==> config.mk <==
export PLATFORM = sky130hd
export DESIGN_NAME = lif_div
export DESIGN_NICKNAME = d
export VERILOG_FILES = /design/src/rtl/core/lagrange_interpolation_core_defines.svh /design/src/rtl/core/lif_pkg.sv /design/src/rtl/core/lif_div.sv
export SDC_FILE = /design/constraint.sdc
export NUM_CORES = 1
export LEC_CHECK = 0
export ABC_CLOCK_PERIOD_IN_PS = 5150
export BUFFER_PORTS_ARGS = -buffer_cell sky130_fd_sc_hd__clkbuf_2
export CAP_MARGIN = 15
export CORE_MARGIN = 2
export CORE_UTILIZATION = 30
export CTS_CLUSTER_DIAMETER = 40
export DETAILED_ROUTE_END_ITERATION = 8
export SYNTH_ARGS = -nofsm -noshare
export SYNTH_HDL_FRONTEND = slang
export SYNTH_SLANG_ARGS = --single-unit
==> constraint.sdc <==
create_clock -name clk -period 5.15 [get_ports clk]
set_input_delay 1.03 -clock clk [delete_from_list [all_inputs] [get_ports clk]]
set_output_delay 1.03 -clock clk [all_outputs]
set_load 0.01 [all_outputs]
==> src/rtl/core/lagrange_interpolation_core_defines.svh <==
// Assertion macros shared by the interpolation core.
`ifndef LAGRANGE_INTERPOLATION_CORE_DEFINES_SVH
`define LAGRANGE_INTERPOLATION_CORE_DEFINES_SVH
`ifndef NO_ASSERTIONS
`define LIF_ASSERT_NOW(label, pre, post) \
	label: assert property (@(posedge clk) disable iff (!arst_n) (pre) |-> (post)) \
		else $error("assertion failed");
`define LIF_ASSERT_NEXT(label, pre, post) \
	label: assert property (@(posedge clk) disable iff (!arst_n) (pre) |=> (post)) \
		else $error("assertion failed");
`else
`define LIF_ASSERT_NOW(label, pre, post)
`define LIF_ASSERT_NEXT(label, pre, post)
`endif
`endif

==> src/rtl/core/lif_pkg.sv <==
package lif_pkg;
	localparam int MAX_POINTS_DEF = 16;
	localparam int FRAC_BITS_DEF = 16;

	localparam logic [1:0] ACT_LOAD  = 2'd0;
	localparam logic [1:0] ACT_EVAL  = 2'd1;
	localparam logic [1:0] ACT_CLEAR = 2'd2;

	localparam logic [1:0] ST_OK    = 2'd0;
	localparam logic [1:0] ST_DUP   = 2'd1;
	localparam logic [1:0] ST_EMPTY = 2'd2;

	function automatic logic signed [31:0] sat32(input logic signed [63:0] v);
		logic signed [31:0] r;
		if (v > 64'sd2147483647) begin
			r = 32'sh7fffffff;
		end else if (v < -64'sd2147483648) begin
			r = 32'sh80000000;
		end else begin
			r = v[31:0];
		end
		return r;
	endfunction

	function automatic logic signed [31:0] sat_diff(input logic signed [31:0] a,
			input logic signed [31:0] b);
		logic signed [32:0] d;
		d = 33'(a) - 33'(b);
		return sat32(64'(d));
	endfunction
endpackage

==> src/rtl/core/lif_div.sv <==
module lif_div import lif_pkg::*; (
	input  logic               clk,
	input  logic               arst_n,
	input  logic               start,
	input  logic signed [63:0] dividend,
	input  logic signed [31:0] divisor,
	output logic               busy,
	output logic signed [63:0] quotient
);
	logic        busy_q;
	logic [5:0]  cnt_q;
	logic [63:0] a_q;
	logic [31:0] rem_q;
	logic [31:0] d_q;
	logic        neg_q;
	logic [32:0] shifted;
	logic [33:0] diff;

	assign shifted = {rem_q, a_q[63]};
	assign diff = {1'b0, shifted} - {2'b00, d_q};

	always_ff @(posedge clk or negedge arst_n) begin
		if (!arst_n) begin
			busy_q <= 1'b0;
			cnt_q <= '0;
		end else if (start) begin
			busy_q <= 1'b1;
			cnt_q <= '0;
		end else if (busy_q) begin
			cnt_q <= cnt_q + 6'd1;
			if (cnt_q == 6'd63) begin
				busy_q <= 1'b0;
			end
		end
	end

	always_ff @(posedge clk) begin
		if (start) begin
			a_q <= dividend[63] ? 64'(-dividend) : 64'(dividend);
			d_q <= divisor[31] ? 32'(-divisor) : 32'(divisor);
			neg_q <= dividend[63] ^ divisor[31];
			rem_q <= '0;
		end else if (busy_q) begin
			a_q <= {a_q[62:0], ~diff[33]};
			rem_q <= diff[33] ? shifted[31:0] : diff[31:0];
		end
	end

	assign busy = busy_q;
	assign quotient = neg_q ? -$signed(a_q) : $signed(a_q);
endmodule

==> impl_metrics.csv, run 1 <==
group,metric,value,unit
outcome,status,"completed",
finish,seq_area,3730,um^2
clocking,cts_tree,"built",
finish,n_fill_cell,3496,
synth,syn_area_per_cell,8.59,um^2
finish,area_growth,18.5,%
setup_path,path_max_fanout,6,
clocking,clk_transition_reported_paths,60,ps
setup_path,end_kind,"output pin",
pwr,p_switching,1.85,mW
placement,dp.cells,1774,
setup_path,crit_chain,"or4_4 -> or4_4 -> nor4_4 -> nand3_4 -> or2_1 -> nand2b_4 -> or4_4 -> o41ai_4 -> xnor2_2 -> clkbuf_2",
synth,ys_ff_latch,136,
clocking,cts_sinks,136,
placement,routabilityCongestion,0.849,
sta,worst_slack,190,ps
clocking,clock-root-buffer,"clkbuf_16",
placement,pre_cts_ws,456,ps
sta,relSlewSlack,0.396,
synth,syn_area,10300,um^2
finish,final_util,0.363,
floorplanning,design.die.area,35900,um^2
setup_path,crit_slowest_cell,"or4_4",
sta,holdWs,430,ps
detailed_routing,dr.first_iter.drc_count,516,
finish,layoutNonFillerInstCount,1806,
global_routing,grt_antenna_before_repair,0,
setup_path,cpMostUsedCell,"or4_4",
finish,drive_gt1_frac,0.175,
placement,hpwl,22000,um
detailed_routing,vias_per_cell,5.12,
sta,slew_viol_final,0,
sta,tightest_slew,906,ps
sta,fin_crit_sh,0.963,
finish,antennaDiodeCount,0,
floorplanning,dieWidth,190,um
sta,period_needed,4960,ps
setup_path,start_kind,"flop",
detailed_routing,wl,28900,um
synth,dominantRegCellSynth,"edfxtp_1",
sta,hold_violations,0,
detailed_routing,via_count,9241,
detailed_routing,drc,0,
pwr,power.density,394,nW/um^2
clocking,cts_buffers,17,
floorplanning,num_rows,67,
synth,synth_edf_count,97,
setup_path,reg2reg_slack,1520,ps
setup_path,worstPathRequired,4120,ps
pwr,power,4.82,mW
clocking,htree_levels,4,
setup_path,cp.arrival,3930,ps
finish,multi_input_area,6220,um^2
finish,final_cell_area,12200,um^2
synth,syn-num-nets,1338,
pwr,sw_frac_of_total,0.384,
pwr,clkPwrFrac,0.257,
sta,clock_skew,14.0,ps
placement,post_dp_cell_area,11600,um^2
pwr,p_leak,4.73,nW
setup_path,crit_type,"reg2out",
synth,synth.distinct_cells,68,
sta,fmax,202,MHz
clocking,cts.path.max_buffers,2,
placement,portBuffers,163,
pwr,seq_power_share,0.338,
floorplanning,start_util,0.306,
sta,setup_viol,0,
detailed_routing,drtAntennaViolNets,0,
global_routing,grt-ovfl-total,0,
pwr,peakVddDrop,0.238,mV
sta,setup_tns,0,ps
floorplanning,core-area,33700,um^2
run,drv_cap,0,
synth,postSynthCellCount,1202,
global_routing,first_global_vias,8784,
floorplanning,die_h,190,um
detailed_routing,drt-wirelength-per-cell,16.0,um
finish,nets,1481,
setup_path,cp_top_family,"simple AND/OR/NAND/NOR gates",
global_routing,grt_use_total,0.162,
floorplanning,ios,164,
setup_path,crit_buf_inv,1,
clocking,clkLatencyLatePin,430,ps
setup_path,cpPeakStageDelay,580,ps
synth,async_reset_ff_frac,0.0515,
global_routing,grt_max_degree,115,
worst_hold_path,hold_class,"in2async",
synth,yosys_warnings,0,
pwr,pwr-share-comb,0.405,
synth,seq_area_frac_synth,0.361,
detailed_routing,drt-pass1-iter-count,5,
pwr,power.internal,2.96,mW
global_routing,grt_pass1_wl,46600,um
==> layout make-up <==
cell class,instances,share of cell area
inverter,51,0.0156
timing repair buffer,177,0.0768
multi-input combinational,962,0.508
sequential,136,0.305
tap,448,0.0458
clock buffer,21,0.0395
clock inverter,11,0.00900
==> routing by layer <==
metal	routed length (um)	vias up	GRT usage
li1	-	4641	-
met1	13400	4289	0.217
met2	13400	290	0.269
met3	1720	21	0.0321
met4	360	0	0.0391
met5	0	-	0
==> path summary, 6_finish.rpt <==
path	startpoint	to	depth (start not counted)
max in group asynchronous	arst_n	busy	1
min in group clk	rem_q[14]	rem_q[14]	2
worst max register to register	a_q[63]	rem_q[27]	11
worst max-delay path	a_q[15]	quotient[63]	10
worst min register to register	rem_q[14]	rem_q[14]	2
worst min-delay path	arst_n	cnt_q[4]	1
==> cell families after synthesis <==
group / share of synthesized area
AOI/OAI and AO/OA: 0.192
and+or+nand+nor: 0.201
adders and majority gates: 0.0456
xor gates and xnor gates: 0.153
buffers and inverters: 0.0393
DFF: 0.361
muxes: 0.00848
==> Yosys cell counts, drive strengths merged (2+ instances only) <==
cell type / instances / area share
nand2: 138 / 0.050
nor2: 124 / 0.045
xnor2: 108 / 0.092
edfxtp: 97 / 0.28
a21oi: 90 / 0.044
o21ai: 82 / 0.040
xor2: 72 / 0.061
inv: 51 / 0.019
clkbuf: 49 / 0.018
o31ai: 43 / 0.032
ha: 36 / 0.044
dfxtp: 32 / 0.062
nor3: 25 / 0.013
or3: 25 / 0.015
or4: 24 / 0.019
a311oi: 22 / 0.019
o41ai: 20 / 0.018
nand3: 18 / 0.0092
nand2b: 16 / 0.010
nor4: 11 / 0.010
a21o: 10 / 0.0073
nand4: 10 / 0.0061
a211oi: 9 / 0.0065
a31oi: 8 / 0.0048
nor2b: 8 / 0.0048
dfrtp: 7 / 0.017
or2: 7 / 0.0042
and3: 6 / 0.0036
mux2: 6 / 0.0065
and2: 5 / 0.0030
a21boi: 4 / 0.0029
buf: 4 / 0.0029
o21a: 4 / 0.0029
nand3b: 3 / 0.0022
nor3b: 3 / 0.0022
a311o: 2 / 0.0019
a41oi: 2 / 0.0017
mux2i: 2 / 0.0019
o211ai: 2 / 0.0015
o22ai: 2 / 0.0012
o31a: 2 / 0.0017
==> power by group through the flow <==
stage / combinational [mW] / clock (mW) / sequential [mW]
after floorplan: 1.42 / 0 / 1.57
after global placement: 1.92 / 0 / 1.64
after detailed placement: 1.94 / 0 / 1.65
after CTS: 1.95 / 1.27 / 1.63
after global routing: 2.19 / 1.31 / 1.66
final: 1.95 / 1.24 / 1.63
==> cells in the final DEF (no fill, tap or decap), types with 8 or more instances in the layout <==
| cell | n |
|---|---|
| clkbuf_2 | 162 |
| nand2_1 | 138 |
| nor2_1 | 124 |
| xnor2_1 | 107 |
| edfxtp_1 | 97 |
| a21oi_1 | 90 |
| o21ai_0 | 81 |
| xor2_1 | 72 |
| inv_1 | 51 |
| o31ai_1 | 42 |
| ha_1 | 36 |
| dfxtp_1 | 32 |
| nor3_1 | 24 |
| or3_1 | 23 |
| a311oi_1 | 22 |
| or4_1 | 19 |
| o41ai_1 | 19 |
| clkbuf_16 | 19 |
| nand3_1 | 17 |
| nand2b_1 | 15 |
| buf_4 | 13 |
| nand4_1 | 10 |
| a21o_1 | 10 |
| a211oi_1 | 9 |
| nor4_1 | 8 |
| nor2b_1 | 8 |
| a31oi_1 | 8 |
==> state kept, by name (all words and copies together), names as in the netlist <==
register,cells
d_q,32
rem_q,32
a_q,64
busy,1
cnt_q,6
neg_q,1
==> what timing repair did <==
item,in CTS,in global routing
gates resized for setup,1,2
hold buffers,0,0
pin swaps,0,0
buffers inserted,0,0
gates cloned,0,0
endpoints found under the setup margin,1,1
(Power assumes the default switching activity.)
==> inputs of run 2 (changes only) <==
--- a/config.mk
+++ b/config.mk
@@ -5,13 +5,13 @@
 export SDC_FILE = /design/constraint.sdc
 export NUM_CORES = 1
 export LEC_CHECK = 0
-export ABC_CLOCK_PERIOD_IN_PS = 5150
 export BUFFER_PORTS_ARGS = -buffer_cell sky130_fd_sc_hd__clkbuf_2
 export CAP_MARGIN = 15
 export CORE_MARGIN = 2
 export CORE_UTILIZATION = 30
 export CTS_CLUSTER_DIAMETER = 40
 export DETAILED_ROUTE_END_ITERATION = 8
+export REMOVE_ABC_BUFFERS = 1
 export SYNTH_ARGS = -nofsm -noshare
 export SYNTH_HDL_FRONTEND = slang
 export SYNTH_SLANG_ARGS = --single-unit
==> run 2 against run 1 <==
Critical path depth is the same; hold slack improved by 11 ps; sequential share of layout area grew 0.075 points; via count grew 0.18%; flip-flop and latch count unchanged; die area stayed put; sequential power about the same; wire length decreased by 1.1%; critical endpoint unchanged; clock-buffer cell count decreased by 1; critical path type unchanged; total power shrank 0.30%.
==> impl_metrics.csv, run 2 (same netlist as run 1, synthesis figures left out) <==
group,metric,value,unit
global_routing,grt_pass1_wl,45800,um
placement,portBuffers,163,
setup_path,reg2reg_slack,1420,ps
finish,multi_input_area,6200,um^2
setup_path,cp.arrival,3840,ps
run,drv_cap,0,
sta,setup_tns,0,ps
setup_path,end_kind,"output pin",
detailed_routing,drtAntennaViolNets,0,
finish,area_growth,18.2,%
finish,n_fill_cell,3464,
detailed_routing,drc,0,
setup_path,path_max_fanout,6,
pwr,p_leak,4.70,nW
detailed_routing,drt-wirelength-per-cell,15.9,um
finish,layout_common_cells,"clkbuf_2 (162), nand2_1 (138), nor2_1 (124), xnor2_1 (108), edfxtp_1 (97)",
detailed_routing,dr.first_iter.drc_count,651,
floorplanning,start_util,0.306,
sta,fmax,205,MHz
global_routing,grt_antenna_before_repair,0,
placement,hpwl,21400,um
detailed_routing,wl,28600,um
setup_path,worstPathRequired,4120,ps
global_routing,grt.met1_usage,0.212,
global_routing,met3_usage,0.0297,
clocking,clock-root-buffer,"clkbuf_16",
global_routing,grt_use_total,0.159,
detailed_routing,via_count,9258,
outcome,status,"completed",
placement,dp.cells,1772,
setup_path,start_kind,"flop",
finish,final_util,0.362,
clocking,clkLatencyLatePin,420,ps
clocking,cts_sinks,136,
floorplanning,ios,164,
setup_path,crit_type,"reg2out",
floorplanning,design.die.area,35900,um^2
floorplanning,num_rows,67,
finish,regMostFlops,"a_q",
pwr,power.density,393,nW/um^2
global_routing,grt-ovfl-total,0,
worst_hold_path,hold_class,"in2async",
finish,drive_gt1_frac,0.175,
clocking,cts_hold_buf,0,
sta,slew_viol_final,0,
sta,rsz0062_at_grt,"false",
global_routing,grt_max_degree,108,
sta,setup_viol,0,
sta,fin_crit_sh,0.946,
sta,tightest_slew,903,ps
floorplanning,die_h,190,um
global_routing,first_global_vias,8693,
sta,hold_violations,0,
floorplanning,core-area,33700,um^2
clocking,clk_transition_reported_paths,70,ps
detailed_routing,vias_per_cell,5.13,
placement,routabilityCongestion,0.848,
floorplanning,dieWidth,190,um
finish,final_common_cell,"clkbuf_2",
pwr,power,4.80,mW
detailed_routing,drt-pass1-iter-count,5,
global_routing,busiest_layer,"met2",
clocking,cts_tree,"built",
finish,largest_register_ff_count,64,
finish,seq_area,3730,um^2
sta,clock_skew,10.9,ps
sta,relSlewSlack,0.398,
global_routing,grtUsageMet2,0.266,
sta,period_needed,4870,ps
sta,holdWs,440,ps
finish,layoutNonFillerInstCount,1804,
clocking,htree_levels,4,
clocking,cts_buffers,17,
clocking,cts.path.max_buffers,2,
pwr,peakVddDrop,0.235,mV
finish,nets,1479,
finish,top_regs,"a_q (64), d_q (32), rem_q (32)",
finish,antennaDiodeCount,0,
run 2: changes by cell type in the layout (fill, tap and decap cells not counted), sizes merged:
cell	delta
buf	-2
bufinv	+1
clkbuf	-1
clkinv	-3
clkinvlp	+2
inv	+1
run 2: power breakdown:
| part | switching [mW] | internal (mW) | leakage (nW) | total, mW |
|---|---|---|---|---|
| Sequential | 0.205 | 1.41 | 1.33 | 1.62 |
| Combinational | 1.11 | 0.812 | 3.10 | 1.92 |
| Clock | 0.514 | 0.746 | 0.276 | 1.26 |
| Total | 1.83 | 2.97 | 4.70 | 4.80 |
run 2: path summary, 6_finish.rpt:
| path | from | end | depth (start not counted) |
|---|---|---|---|
| max reg2reg | a_q[63] | rem_q[3] | 11 |
| min | arst_n | cnt_q[5] | 1 |
| min in group clk | rem_q[12] | rem_q[13] | 2 |
| min reg2reg | rem_q[12] | rem_q[13] | 2 |
| max in group asynchronous | arst_n | busy | 1 |
| max | a_q[6] | quotient[63] | 10 |
run 2: metal layers:
metal	up-vias	routed length [um]	share of wire
li1	4644	-	-
met1	4383	13200	0.46
met2	205	13800	0.48
met3	26	1170	0.041
met4	0	459	0.016
met5	-	0	0
run 2: critical path, cell delays in order, from the launching register on:
cell and delay [ps]:
edfxtp_1 430, or4_1 590, nor3_1 430, and3_1 290, nand3_2 190, or2_1 310, nand2b_4 170, or4_4 460
o41ai_2 240, xnor2_1 160, clkbuf_2 150
run 2: timing repair:
| item | in CTS | in global routing |
|---|---|---|
| endpoints found under the setup margin | 0 | 1 |
| gates resized for setup | 0 | 1 |
| buffers inserted | 0 | 0 |
run 2: stage by stage:
stage	cell area, um^2	setup WS [ps]
6_report	12200	276
5_1_grt	12200	44.5
4_1_cts	12200	187
3_5_place_dp	11600	717
3_3_place_gp	11600	754
2_1_floorplan	10100	1090
run 2: final cells by class:
| cell class | instances | share of cell area |
|---|---|---|
| timing repair buffer | 175 | 0.0758 |
| multi-input combinational | 962 | 0.508 |
| tap | 448 | 0.0459 |
| sequential | 136 | 0.306 |
| clock inverter | 12 | 0.0116 |
| inverter | 51 | 0.0157 |
| clock buffer | 20 | 0.0374 |
